$ cat src/utc_pkg.sv
`timescale 1ns / 1ps
// ----------------------------------------------------------------------------
// utc_pkg - shared types and constants of the UTF-8 to CP1251 transcoder
// Lead codes, register indexes, byte constants and the record that carries
// the results of one input byte from the front end to the back end.
// ----------------------------------------------------------------------------
package utc_pkg;

	// byte and register widths
	localparam int BYTE_W  = 8;
	localparam int CFG_IDX_W = 1;

	// register indexes
	localparam logic [CFG_IDX_W-1:0] REG_OUT_LIMIT  = 1'd0;
	localparam logic [CFG_IDX_W-1:0] REG_PAIR_LIMIT = 1'd1;

	// register reset values
	localparam logic [BYTE_W-1:0] OUT_LIMIT_RST  = 8'd64;
	localparam logic [BYTE_W-1:0] PAIR_LIMIT_RST = 8'd64;

	// held lead codes
	localparam logic [1:0] LEAD_NONE = 2'd0;
	localparam logic [1:0] LEAD_D0   = 2'd1;
	localparam logic [1:0] LEAD_D1   = 2'd2;

	// byte constants
	localparam logic [BYTE_W-1:0] BYTE_NUL   = 8'h00;
	localparam logic [BYTE_W-1:0] BYTE_D0    = 8'hD0;
	localparam logic [BYTE_W-1:0] BYTE_D1    = 8'hD1;
	localparam logic [BYTE_W-1:0] BYTE_IO_D0 = 8'h81;
	localparam logic [BYTE_W-1:0] BYTE_IO_D1 = 8'h91;
	localparam logic [BYTE_W-1:0] CP_IO_UC   = 8'd168;
	localparam logic [BYTE_W-1:0] CP_IO_LC   = 8'd184;
	localparam logic [BYTE_W-1:0] D0_LO      = 8'h90;
	localparam logic [BYTE_W-1:0] D0_HI      = 8'hBF;
	localparam logic [BYTE_W-1:0] D0_OFS     = 8'd48;
	localparam logic [BYTE_W-1:0] D1_LO      = 8'h80;
	localparam logic [BYTE_W-1:0] D1_HI      = 8'h8F;
	localparam logic [BYTE_W-1:0] D1_OFS     = 8'd112;
	localparam logic [BYTE_W-1:0] IDX_MAX    = 8'd255;

	// queue between front and back end
	localparam int QDEPTH = 4;
	localparam int QPTR_W = $clog2(QDEPTH);
	localparam int QCNT_W = $clog2(QDEPTH + 1);

	// one result
	typedef struct packed {
		logic [BYTE_W-1:0] data;
		logic              has;
		logic              eos;
	} res_t;

	// all results of one input byte (one or two)
	typedef struct packed {
		logic two;
		res_t r0;
		res_t r1;
	} rec_t;

	// configuration seen by the front end
	typedef struct packed {
		logic [BYTE_W-1:0] out_limit;
		logic [BYTE_W-1:0] pair_limit;
	} cfg_t;

endpackage

$ cat src/utf8_cyrillic_to_cp1251_transcoder.sv
`timescale 1ns / 1ps
// ----------------------------------------------------------------------------
// utf8_cyrillic_to_cp1251_transcoder - UTF-8 Cyrillic to CP1251 transcoder
// Turns a zero-terminated UTF-8 byte stream into CP1251 bytes.
// ----------------------------------------------------------------------------
// Usage:
//  Input is a queue write: drive in_byte and push; the byte is taken on a
//  clock edge with push high and full low. One byte can be taken every cycle.
//  Results are a queue read: while empty is low the oldest result sits on
//  out_byte/has_byte/end_of_string/last_of_run and leaves on a cycle with pop
//  high. A byte gives no, one or two results; a zero byte ends the string
//  with a bare end marker (has_byte low, end_of_string high).
//  A record goes into the queue and then into the output register.
//  Throughput: one byte per cycle while each gives at most one result and pop
//  is high; a byte with two results occupies the single output register for
//  two pops, which the four-record queue absorbs. The output register hands
//  out one result per cycle while pop is high, which sets the sustained rate.
//  A stalled receiver fills the queue, after which full rises and input
//  stops; nothing is lost.
//  Registers (wr_en/wr_index/wr_data): 0 out_limit, 1 pair_limit, both 64
//  after reset. Reset clears the queue, the held lead and the counters.
// ----------------------------------------------------------------------------
module utf8_cyrillic_to_cp1251_transcoder (
	input  logic                          clk,
	input  logic                          arst_n,
	input  logic                          wr_en,
	input  logic [utc_pkg::CFG_IDX_W-1:0] wr_index,
	input  logic [utc_pkg::BYTE_W-1:0]    wr_data,
	input  logic                          push,
	output logic                          full,
	input  logic [utc_pkg::BYTE_W-1:0]    in_byte,
	output logic                          empty,
	input  logic                          pop,
	output logic [utc_pkg::BYTE_W-1:0]    out_byte,
	output logic                          has_byte,
	output logic                          end_of_string,
	output logic                          last_of_run
);
	import utc_pkg::*;

	cfg_t cfg_q;
	logic accept;
	logic rec_push;
	rec_t rec;
	rec_t q_rec;
	logic q_rd;
	logic q_avail;

	// configuration registers
	always_ff @(posedge clk or negedge arst_n) begin
		if (!arst_n) begin
			cfg_q.out_limit  <= OUT_LIMIT_RST;
			cfg_q.pair_limit <= PAIR_LIMIT_RST;
		end else if (wr_en) begin
			unique case (wr_index)
				REG_OUT_LIMIT:  cfg_q.out_limit  <= wr_data;
				REG_PAIR_LIMIT: cfg_q.pair_limit <= wr_data;
				default: ;
			endcase
		end
	end

	assign accept = push && !full;

	utc_front u_front (
		.clk      (clk),
		.arst_n   (arst_n),
		.cfg      (cfg_q),
		.accept   (accept),
		.in_byte  (in_byte),
		.rec_push (rec_push),
		.rec      (rec)
	);

	utc_queue u_queue (
		.clk       (clk),
		.arst_n    (arst_n),
		.wr        (rec_push),
		.wr_rec    (rec),
		.rd        (q_rd),
		.rd_rec    (q_rec),
		.full      (full),
		.not_empty (q_avail)
	);

	utc_back u_back (
		.clk           (clk),
		.arst_n        (arst_n),
		.q_avail       (q_avail),
		.q_rec         (q_rec),
		.q_rd          (q_rd),
		.pop           (pop),
		.empty         (empty),
		.out_byte      (out_byte),
		.has_byte      (has_byte),
		.end_of_string (end_of_string),
		.last_of_run   (last_of_run)
	);

endmodule

$ cat src/utc_front.sv
`timescale 1ns / 1ps
// ----------------------------------------------------------------------------
// utc_front - input side of the transcoder
// Takes one byte a cycle when accepted, tracks the held lead, byte index and
// output count, and builds the record of results that the byte causes.
// ----------------------------------------------------------------------------
module utc_front (
	input  logic                       clk,
	input  logic                       arst_n,
	input  utc_pkg::cfg_t              cfg,
	input  logic                       accept,
	input  logic [utc_pkg::BYTE_W-1:0] in_byte,
	output logic                       rec_push,
	output utc_pkg::rec_t              rec
);
	import utc_pkg::*;

	logic [1:0]        held_q;
	logic [BYTE_W-1:0] index_q;
	logic [BYTE_W-1:0] count_q;

	logic [1:0]        lead;
	logic [BYTE_W-1:0] lead_b;
	logic              is_nul;
	logic              pair_hit;
	logic [BYTE_W-1:0] pair_b;
	logic              room0;
	logic              room1;
	logic              e0;
	logic              e1;
	logic [BYTE_W-1:0] cnt1;
	logic              may_pair;
	logic              hold;
	logic [1:0]        in_code;
	logic [1:0]        held_d;
	logic [BYTE_W-1:0] index_d;
	logic [BYTE_W-1:0] count_d;
	res_t              eos_res;
	res_t              res_a;
	res_t              res_b;

	// lead decode of the stored state and the incoming byte
	always_comb begin
		lead    = (held_q == LEAD_D0 || held_q == LEAD_D1) ? held_q : LEAD_NONE;
		lead_b  = (lead == LEAD_D0) ? BYTE_D0 : BYTE_D1;
		is_nul  = (in_byte == BYTE_NUL);
		in_code = (in_byte == BYTE_D0) ? LEAD_D0 :
		          (in_byte == BYTE_D1) ? LEAD_D1 : LEAD_NONE;
		may_pair = ({1'b0, index_q} + 9'd1) < {1'b0, cfg.pair_limit};
	end

	// recognised pairs
	always_comb begin
		pair_hit = 1'b0;
		pair_b   = in_byte;
		priority if (lead == LEAD_D0 && in_byte == BYTE_IO_D0) begin
			pair_hit = 1'b1;
			pair_b   = CP_IO_UC;
		end else if (lead == LEAD_D1 && in_byte == BYTE_IO_D1) begin
			pair_hit = 1'b1;
			pair_b   = CP_IO_LC;
		end else if (lead == LEAD_D0 && in_byte >= D0_LO && in_byte <= D0_HI) begin
			pair_hit = 1'b1;
			pair_b   = in_byte + D0_OFS;
		end else if (lead == LEAD_D1 && in_byte >= D1_LO && in_byte <= D1_HI) begin
			pair_hit = 1'b1;
			pair_b   = in_byte + D1_OFS;
		end else begin
			pair_hit = 1'b0;
			pair_b   = in_byte;
		end
	end

	// result build and next state
	always_comb begin
		eos_res = '{data: BYTE_NUL, has: 1'b0, eos: 1'b1};
		room0   = count_q < cfg.out_limit;
		e0      = 1'b0;
		e1      = 1'b0;
		hold    = 1'b0;
		res_a   = '{data: lead_b, has: 1'b1, eos: 1'b0};
		res_b   = '{data: in_byte, has: 1'b1, eos: 1'b0};
		held_d  = LEAD_NONE;
		index_d = (index_q < IDX_MAX) ? index_q + 8'd1 : index_q;

		if (is_nul) begin
			// flush a held lead, then the end marker
			e0      = (lead != LEAD_NONE) && room0;
			e1      = 1'b1;
			res_b   = eos_res;
			index_d = '0;
		end else if (pair_hit) begin
			e1         = room0;
			res_b.data = pair_b;
		end else begin
			e0   = (lead != LEAD_NONE) && room0;
			hold = (in_code != LEAD_NONE) && may_pair;
			if (hold) begin
				held_d = in_code;
			end
		end

		// room for the follower counts the lead emitted just before it
		cnt1  = count_q + {7'd0, e0};
		room1 = cnt1 < cfg.out_limit;
		if (!is_nul && !pair_hit) begin
			e1 = !hold && room1;
		end
		count_d = is_nul ? '0 : cnt1 + {7'd0, (e1 && res_b.has)};

		rec_push = accept && (e0 || e1);
		rec.two  = e0 && e1;
		rec.r0   = e0 ? res_a : res_b;
		rec.r1   = res_b;
	end

	// state registers
	always_ff @(posedge clk or negedge arst_n) begin
		if (!arst_n) begin
			held_q  <= LEAD_NONE;
			index_q <= '0;
			count_q <= '0;
		end else if (accept) begin
			held_q  <= held_d;
			index_q <= index_d;
			count_q <= count_d;
		end
	end

	// held lead only ever takes a defined code
	a_held_code: assert property (@(posedge clk) disable iff (!arst_n)
		held_q != 2'd3)
		else $error("held lead took an undefined code");

	// a zero byte always leaves a record
	a_nul_push: assert property (@(posedge clk) disable iff (!arst_n)
		(accept && is_nul) |-> rec_push)
		else $error("end marker not queued");

endmodule

$ cat src/utc_queue.sv
`timescale 1ns / 1ps
// ----------------------------------------------------------------------------
// utc_queue - short record queue between front and back end
// Flip-flop circular buffer, one write and one read a cycle.
// ----------------------------------------------------------------------------
module utc_queue (
	input  logic          clk,
	input  logic          arst_n,
	input  logic          wr,
	input  utc_pkg::rec_t wr_rec,
	input  logic          rd,
	output utc_pkg::rec_t rd_rec,
	output logic          full,
	output logic          not_empty
);
	import utc_pkg::*;

	rec_t              mem_q [QDEPTH];
	logic [QPTR_W-1:0] wp_q;
	logic [QPTR_W-1:0] rp_q;
	logic [QCNT_W-1:0] cnt_q;

	assign full      = (cnt_q == QCNT_W'(QDEPTH));
	assign not_empty = (cnt_q != '0);
	assign rd_rec    = mem_q[rp_q];

	// storage
	always_ff @(posedge clk) begin
		if (wr) begin
			mem_q[wp_q] <= wr_rec;
		end
	end

	// pointers and fill count
	always_ff @(posedge clk or negedge arst_n) begin
		if (!arst_n) begin
			wp_q  <= '0;
			rp_q  <= '0;
			cnt_q <= '0;
		end else begin
			if (wr) begin
				wp_q <= wp_q + 1'b1;
			end
			if (rd) begin
				rp_q <= rp_q + 1'b1;
			end
			cnt_q <= cnt_q + QCNT_W'(wr) - QCNT_W'(rd);
		end
	end

	a_no_overflow: assert property (@(posedge clk) disable iff (!arst_n)
		cnt_q <= QCNT_W'(QDEPTH))
		else $error("queue count beyond depth");

	a_no_underrun: assert property (@(posedge clk) disable iff (!arst_n)
		rd |-> not_empty)
		else $error("queue read while empty");

	a_no_write_full: assert property (@(posedge clk) disable iff (!arst_n)
		wr |-> !full)
		else $error("queue written while full");

endmodule

$ cat src/utc_back.sv
`timescale 1ns / 1ps
// ----------------------------------------------------------------------------
// utc_back - result side of the transcoder
// Holds one record in the output register and hands out its one or two
// results, marking the final one of each input byte.
// ----------------------------------------------------------------------------
module utc_back (
	input  logic                       clk,
	input  logic                       arst_n,
	input  logic                       q_avail,
	input  utc_pkg::rec_t              q_rec,
	output logic                       q_rd,
	input  logic                       pop,
	output logic                       empty,
	output logic [utc_pkg::BYTE_W-1:0] out_byte,
	output logic                       has_byte,
	output logic                       end_of_string,
	output logic                       last_of_run
);
	import utc_pkg::*;

	logic valid_q;
	logic phase_q;
	rec_t rec_q;
	res_t cur;
	logic take;
	logic done;

	// current result
	assign cur           = phase_q ? rec_q.r1 : rec_q.r0;
	assign empty         = !valid_q;
	assign out_byte      = cur.data;
	assign has_byte      = cur.has;
	assign end_of_string = cur.eos;
	assign last_of_run   = !rec_q.two || phase_q;

	// request taken and record finished
	assign take = valid_q && pop;
	assign done = take && last_of_run;
	assign q_rd = q_avail && (!valid_q || done);

	// output register
	always_ff @(posedge clk) begin
		if (q_rd) begin
			rec_q <= q_rec;
		end
	end

	always_ff @(posedge clk or negedge arst_n) begin
		if (!arst_n) begin
			valid_q <= 1'b0;
			phase_q <= 1'b0;
		end else begin
			if (q_rd) begin
				valid_q <= 1'b1;
				phase_q <= 1'b0;
			end else if (done) begin
				valid_q <= 1'b0;
				phase_q <= 1'b0;
			end else if (take) begin
				phase_q <= 1'b1;
			end
		end
	end

	a_phase_two: assert property (@(posedge clk) disable iff (!arst_n)
		phase_q |-> (valid_q && rec_q.two))
		else $error("second result shown for a single record");

endmodule
$ cat config.mk
export PLATFORM = sky130hd
export DESIGN_NAME = utf8_cyrillic_to_cp1251_transcoder
export DESIGN_NICKNAME = d
export VERILOG_FILES = /design/src/utc_pkg.sv /design/src/utf8_cyrillic_to_cp1251_transcoder.sv /design/src/utc_front.sv /design/src/utc_queue.sv /design/src/utc_back.sv
export SDC_FILE = /design/constraint.sdc
export NUM_CORES = 1
export LEC_CHECK = 0
export ABC_CLOCK_PERIOD_IN_PS = 12100
export BUFFER_PORTS_ARGS = -buffer_cell sky130_fd_sc_hd__buf_2
export CELL_PAD_IN_SITES_DETAIL_PLACEMENT = 1
export CELL_PAD_IN_SITES_GLOBAL_PLACEMENT = 2
export CORE_UTILIZATION = 40
export DETAILED_ROUTE_END_ITERATION = 12
export PLACE_DENSITY_LB_ADDON = 0.1
export SLEW_MARGIN = 5
export SYNTH_ARGS = -nofsm -noshare
export SYNTH_HDL_FRONTEND = slang
export SYNTH_SLANG_ARGS = --single-unit
$ cat constraint.sdc
create_clock -name clk -period 12.1 [get_ports clk]
set_input_delay 2.42 -clock clk [delete_from_list [all_inputs] [get_ports clk]]
set_output_delay 2.42 -clock clk [all_outputs]
set_load 0.01 [all_outputs]
Word-level counts from Yosys, hierarchy flattened
Memories as Yosys holds them, arrays and structs flattened. A register that Yosys moved wholly into a read port is not among the register bits.
Index checks and enable logic that the tools add are counted.
Storage, ports and cells
  register bits after elaboration: 43
  RAM bits: 84
  input port bits: 22
  logic and storage cells: 113
  memories kept: 1
Operators by class
  add/subtract/negate cells: 10
  $lt $le $gt $ge: 8
  eq/ne operators: 9
  mux-type cells: 37
  bitwise operators: 1
  reduce and logical (&&, ||, !) cells: 37
Memory list
  u_queue.mem_q: words 4, bits a word 21, read ports 1, clocked after memory_dff 1, write ports 1, RTL line utc_queue.sv:18  | rec_t mem_q [QDEPTH];
Operators by type and width (number)
  $mux 8: 9
  $eq 8x8->1 const B: 4
  $mux 10: 2
  $mux 1: 19
  $logic_and 1x1->1: 17
  $add 8x1->8: 2
  $ge 8x8->1 const B: 2
  $le 8x8->1 const B: 2
  $lt 8x8->1: 2
  $mux 2: 7
  $add 8x1->9 const B: 1
  $lt 9x8->1: 1
  $add 8x1->8 const B: 1
  $add 8x6->8 const B: 1
  $add 8x7->8 const B: 1
  $logic_not 8->1: 1
  $lt 8x8->1 const B: 1
  $reduce_bool 2->1: 4
  $logic_not 1->1: 6
  $reduce_and 2->1: 3
  $reduce_bool 3->1: 2
  $add 2x1->2 const B: 2
  $eq 2x1->1 const B: 2
  $eq 2x2->1 const B: 2
  5 further kinds: 8

Depth between registers and ports, before layout
  depth in word-level cells: 20
  mapped depth: 26

By module
A second synthesis with hierarchy kept.
Second synthesis, totals
  cells, all modules: 484
  area, all modules: 7165.6 um2
By module, submodules not included
  utc_queue: times used 1, cells an instance 144, area an instance 3454.6 um2, seq. area each 2697.6 um2
  utc_front: times used 1, cells an instance 261, area an instance 2164.6 um2, seq. area each 450.4 um2
  utc_back: times used 1, cells an instance 43, area an instance 895.9 um2, seq. area each 680.7 um2
  utf8_cyrillic_to_cp1251_transcoder: times used 1, cells an instance 36, area an instance 650.6 um2, seq. area each 402.9 um2

Least setup slack after synthesis
Ideal clock, no wire load.
  path type: input to register
  start: input in_byte[5] in the netlist's numbering
  end: memory u_queue.mem_q[0][0] in the netlist's numbering, enable pin
  setup time: 0.401 ns
  arrival time: 6.838 ns
  required time: 11.699 ns
  path slack: 4.861 ns
  stages on the path: 20
  cell sequence: inv_1 ha_1 and4_1 a211oi_1 or3_1 clkbuf_1 nand3_1 inv_1 ha_1 ha_1 nand3_1 xor2_1 inv_1 ha_1 and2_1 a221oi_1 o31ai_1 nor3b_2 o31ai_4 nor2b_1
On the way
  cells in the longest elaborated chain, start to end: 17
  elaborated cells on any way between the ends: 41
  classes of those cells: 1 x add/sub; 5 x order compare; 4 x eq/ne; 15 x mux; 16 x reduce/logical
RTL lines
  start: declaration: RTL line utf8_cyrillic_to_cp1251_transcoder.sv:31  | input logic [utc_pkg::BYTE_W-1:0] in_byte,
  $ge 8x8->1: RTL line utc_front.sv:65  | end else if (lead == LEAD_D1 && in_byte >= D1_LO && in_byte <= D1_HI) begin
  $logic_and 1x1->1 (2 in series): RTL line utc_front.sv:65
  $mux 1: RTL line utc_front.sv:65
  $mux 1: RTL line utc_front.sv:62  | end else if (lead == LEAD_D0 && in_byte >= D0_LO && in_byte <= D0_HI) begin
  $mux 1: RTL line utc_front.sv:59  | end else if (lead == LEAD_D1 && in_byte == BYTE_IO_D1) begin
  $mux 1: RTL line utc_front.sv:56  | priority if (lead == LEAD_D0 && in_byte == BYTE_IO_D0) begin
  $mux 1: RTL line utc_front.sv:92  | end else if (pair_hit) begin
  $mux 1: RTL line utc_front.sv:86  | if (is_nul) begin
  $add 8x1->8: RTL line utc_front.sv:104  | cnt1 = count_q + {7'd0, e0};
  $lt 8x8->1: RTL line utc_front.sv:105  | room1 = cnt1 < cfg.out_limit;
  $logic_and 1x1->1: RTL line utc_front.sv:107  | e1 = !hold && room1;
  $mux 1: RTL line utc_front.sv:106  | if (!is_nul && !pair_hit) begin
  $logic_or 1x1->1 *: RTL line utc_front.sv:111  | rec_push = accept && (e0 || e1);
  $logic_and 1x1->1 *: RTL line utc_front.sv:111
  $mux 1 *: RTL line utc_queue.sv:29  | if (wr) begin
  $mux 1 (not written as such) *: RTL line utc_queue.sv:30  | mem_q[wp_q] <= wr_rec;
  end: declaration: RTL line utc_queue.sv:18
Every way passes the cells marked *; elsewhere a longest branch is shown, timed or not.

Worst setup path after layout
  start: input in_byte[4] in the netlist's numbering
  end: register u_front.count_q[7]
On the way
  cells in the longest elaborated chain, start to end: 16
  elaborated cells on any way between the ends: 41
  classes of those cells: 2 x add/sub; 5 x order compare; 4 x eq/ne; 15 x mux; 15 x reduce/logical
RTL lines
  $ge 8x8->1: RTL line utc_front.sv:65
  $logic_and 1x1->1 (2 in series): RTL line utc_front.sv:65
  $mux 1: RTL line utc_front.sv:65
  $mux 1: RTL line utc_front.sv:62
  $mux 1: RTL line utc_front.sv:59
  $mux 1: RTL line utc_front.sv:56
  $mux 1: RTL line utc_front.sv:92
  $mux 1: RTL line utc_front.sv:86
  $add 8x1->8: RTL line utc_front.sv:104
  $lt 8x8->1: RTL line utc_front.sv:105
  $logic_and 1x1->1: RTL line utc_front.sv:107
  $mux 1: RTL line utc_front.sv:106
  $logic_and 1x1->1: RTL line utc_front.sv:109  | count_d = is_nul ? '0 : cnt1 + {7'd0, (e1 && res_b.has)};
  $add 8x1->8: RTL line utc_front.sv:109
  $mux 8 *: RTL line utc_front.sv:109
  end signal: assignment: RTL line utc_front.sv:126  | count_q <= count_d;
  end: declaration: RTL line utc_front.sv:20  | logic [BYTE_W-1:0] count_q;
Marked as above.
A chain may end at the register's enable or synchronous reset.

==> flow_summary.toml <==
[logic_synthesis]
syn-cell-area_sq_mm = 0.00691
syn_nets = 541
yosysSeqAreaShare_pct = 61.3
synth_top_family_by_area = "multiplexers"
ys_warn_count = 0
synthFlopType = "edfxtp_1"
ys_ff_latch = 148
synthTopCellsByArea = "edfxtp_1 (46%), dfrtp_1 (15%), mux4_2 (6.8%)"
synthSimpleGateAreaFrac_pct = 8.14
synth_top_cell_by_area = "edfxtp_1"
synth_common_cells = "edfxtp_1 (105), dfrtp_1 (41), ha_1 (37)"
syn_avg_cell_area_sq_um = 14.4
synth_xor_area_share_pct = 2.79
yosysMostFrequentCell = "edfxtp_1"
synth_top_area_share_pct = 45.7
synth_edf_count = 105
synth_cell_type_count = 57
synth-compound-area-share_pct = 7.54
synth_cells = 481
muxShareOfSynthArea_pct = 10.5
async_flop_share_pct = 29.1
synth_fa_ha_area_share_pct = 6.99

[clock_network]
clockBufferDepth = 2
cts_setup_buffers = 0
htreeDepth = 4
path_clk_slew_ns = 0.06
clk_latency_ns = 0.42
hold_buffers = 0
clock-sinks = 148
cts-buffers-inserted = 17
cts_tree = "yes"
root_buffer = "clkbuf_16"
cts_resized = 0

[setup_path]
crit_cells = 26
crit_path_end_kind = "register"
cp-start-kind = "input pin"
crit_family = "simple AND/OR/NAND/NOR gates"
critPathMaxFanout = 9
crit_type = "input pin to register"
r2r_cells = 25
critical_path_required_ns = 12.42
cp_slowest_stage_delay_ns = 0.43
worst-path-buf-inv = 4
crit_arrival_ns = 7.86
cp_common_cell = "ha_1"
worst_path_max_delay_cell = "a211oi_1"

[sta]
hold-worst-slack_ns = 0.511
hold_viol = 0
maxSlewViolCount = 0
fin_skew_ns = 0.00799
fmax_ghz = 0.133
rsz0062_at_grt = "false"
max_slew_margin_pct = 30.2
tns_ns = 0
min_period_ns = 7.54
finalSetupViolations = 0
tightest_slew_ns = 1.05
finalCritPeriodShare_pct = 62.3

[pwr]
ir_drop_mv = 0.110
leakage_nw = 3.06
p_per_area_mw_per_mm2 = 221
total_power_mw = 1.75

[route]
first_pass_iters = 4
wl_met1_mm = 6.21
met2_length_mm = 7.88
wl_mm = 14.8
ant_nets = 0
routedWlPerCell_um = 19.5
initialDrtViolationCount = 147
vias_per_cell = 5.35
highest_layer = "met4"
met3WireLength_um = 378
via_count = 4067
drc = 0

[final_layout]
nFillCells = 1708
drive_gt1_share_pct = 23.2
area_growth_pct = 14.9
nets = 586
final_util_pct = 47.5
final_cells = 760

[placed_design]
dp_hpwl_mm = 10.6
placedCellCount = 727
io_buffer_count = 34
place_congestion = 0.874

[global_routing]
overflow = 0
grt_pass1_wl_mm = 24.4
grt_max_degree = 44
track_usage_pct = 18.5
first_global_vias = 4571
antenna_found_initial = 1

[min_path]
holdPathStages = 1
hold_path_class = "register to register"

[die]
start_util_pct = 41.3
die_w_um = 133
rows = 47
core_sq_mm = 0.0167
pin_count = 35
dieArea_sq_mm = 0.0178
die_h_um = 133

[status]
outcome = "finished, final reports clean"

[job]
cap_violations = 0
[cells by family after synthesis]
logic type      count (synthesis)
flops                         148
simple gates                  106
compound gates                 73
buf+inv                        51
mux                            43
fa+ha+maj                      38
xor+xnor                       22
[through the flow]
step / instance area, sq um / setup WS, ns
finish: 7930 / 4.56
global route: 7930 / 3.96
CTS: 7930 / 4.53
detailed placement: 7350 / 4.16
global placement: 7350 / 4.35
floorplan: 6910 / 4.86
[worst paths after layout]
check                           start            endpoint  slack [ns]
max reg2reg                 cfg_q[14]  u_front.count_q[7]        6.10
min reg2reg                  cfg_q[3]            cfg_q[3]        0.51
min in group asynchronous      arst_n  u_front.index_q[1]        2.18
max in group asynchronous      arst_n    u_queue.cnt_q[0]        9.27
max                        in_byte[4]  u_front.count_q[7]        4.56
min                          cfg_q[3]            cfg_q[3]        0.51
[state kept, by name, summed over array words and instances, names as in the netlist]
name / flops
cfg_q: 16
u_queue.rp_q: 2
u_front.index_q: 8
u_front.count_q: 8
u_back.phase_q: 1
u_queue.mem_q: 84
u_back.rec_q: 21
u_back.valid_q: 1
u_queue.wp_q: 2
u_front.held_q: 2
u_queue.cnt_q: 3
[area by class of cell]
class	count	area, sq um	area share [%]
inverter	37	139	1.75
clock inverter	12	130	1.64
multi-input combinational	282	2490	31.4
timing repair buffer	40	215	2.71
antenna	1	2.50	0.0315
tap	220	275	3.47
clock buffer	20	447	5.63
sequential	148	4230	53.3
[routing by layer]
layer  GRT usage, %  up-vias
met5              0        -
met4           8.52        0
met3           3.88       29
met2           32.6       57
met1           21.4     2076
li1               -     1905
[placed cells by master (no fill, tap or decap), types with 3 or more instances in the layout]
| master | Yosys | final |
|---|---|---|
| a211oi_1 | 4 | 4 |
| a21oi_1 | 10 | 9 |
| a22o_1 | 5 | 5 |
| a32o_1 | 5 | 5 |
| and2_1 | 5 | 5 |
| buf_2 | 1 | 34 |
| buf_4 | 0 | 6 |
| clkbuf_16 | 0 | 17 |
| clkinv_2 | 0 | 4 |
| dfrtp_1 | 41 | 41 |
| edfxtp_1 | 105 | 105 |
| ha_1 | 37 | 37 |
| inv_1 | 36 | 36 |
| mux2_2 | 20 | 20 |
| mux4_2 | 21 | 21 |
| nand2_1 | 27 | 27 |
| nand2b_1 | 7 | 7 |
| nand3_1 | 16 | 16 |
| nor2_1 | 16 | 16 |
| nor2b_2 | 0 | 3 |
| nor3_1 | 8 | 8 |
| nor3b_1 | 3 | 3 |
| o21a_1 | 3 | 3 |
| o21ai_0 | 23 | 23 |
| o31ai_1 | 5 | 5 |
| or3_1 | 4 | 4 |
| xnor2_1 | 13 | 13 |
| xor2_1 | 9 | 9 |
[where the power goes]
group          internal [mW]  total (mW)  leakage, nW  switching [mW]
clock network          0.309       0.511        0.281           0.202
logic                  0.222       0.457         1.30           0.235
registers              0.703       0.786         1.48          0.0835
total                   1.23        1.75         3.06           0.521
[worst register-to-register path, delay by kind of cell, from the launching register on]
family          cells  cell delay [ns]
compound gates      5             1.36
xor+xnor            2             0.37
fa+ha+maj           5             1.28
buf+inv             3             0.25
flops               1             0.52
simple gates       10             2.12
No activity file was read; power rests on OpenSTA's default activity.
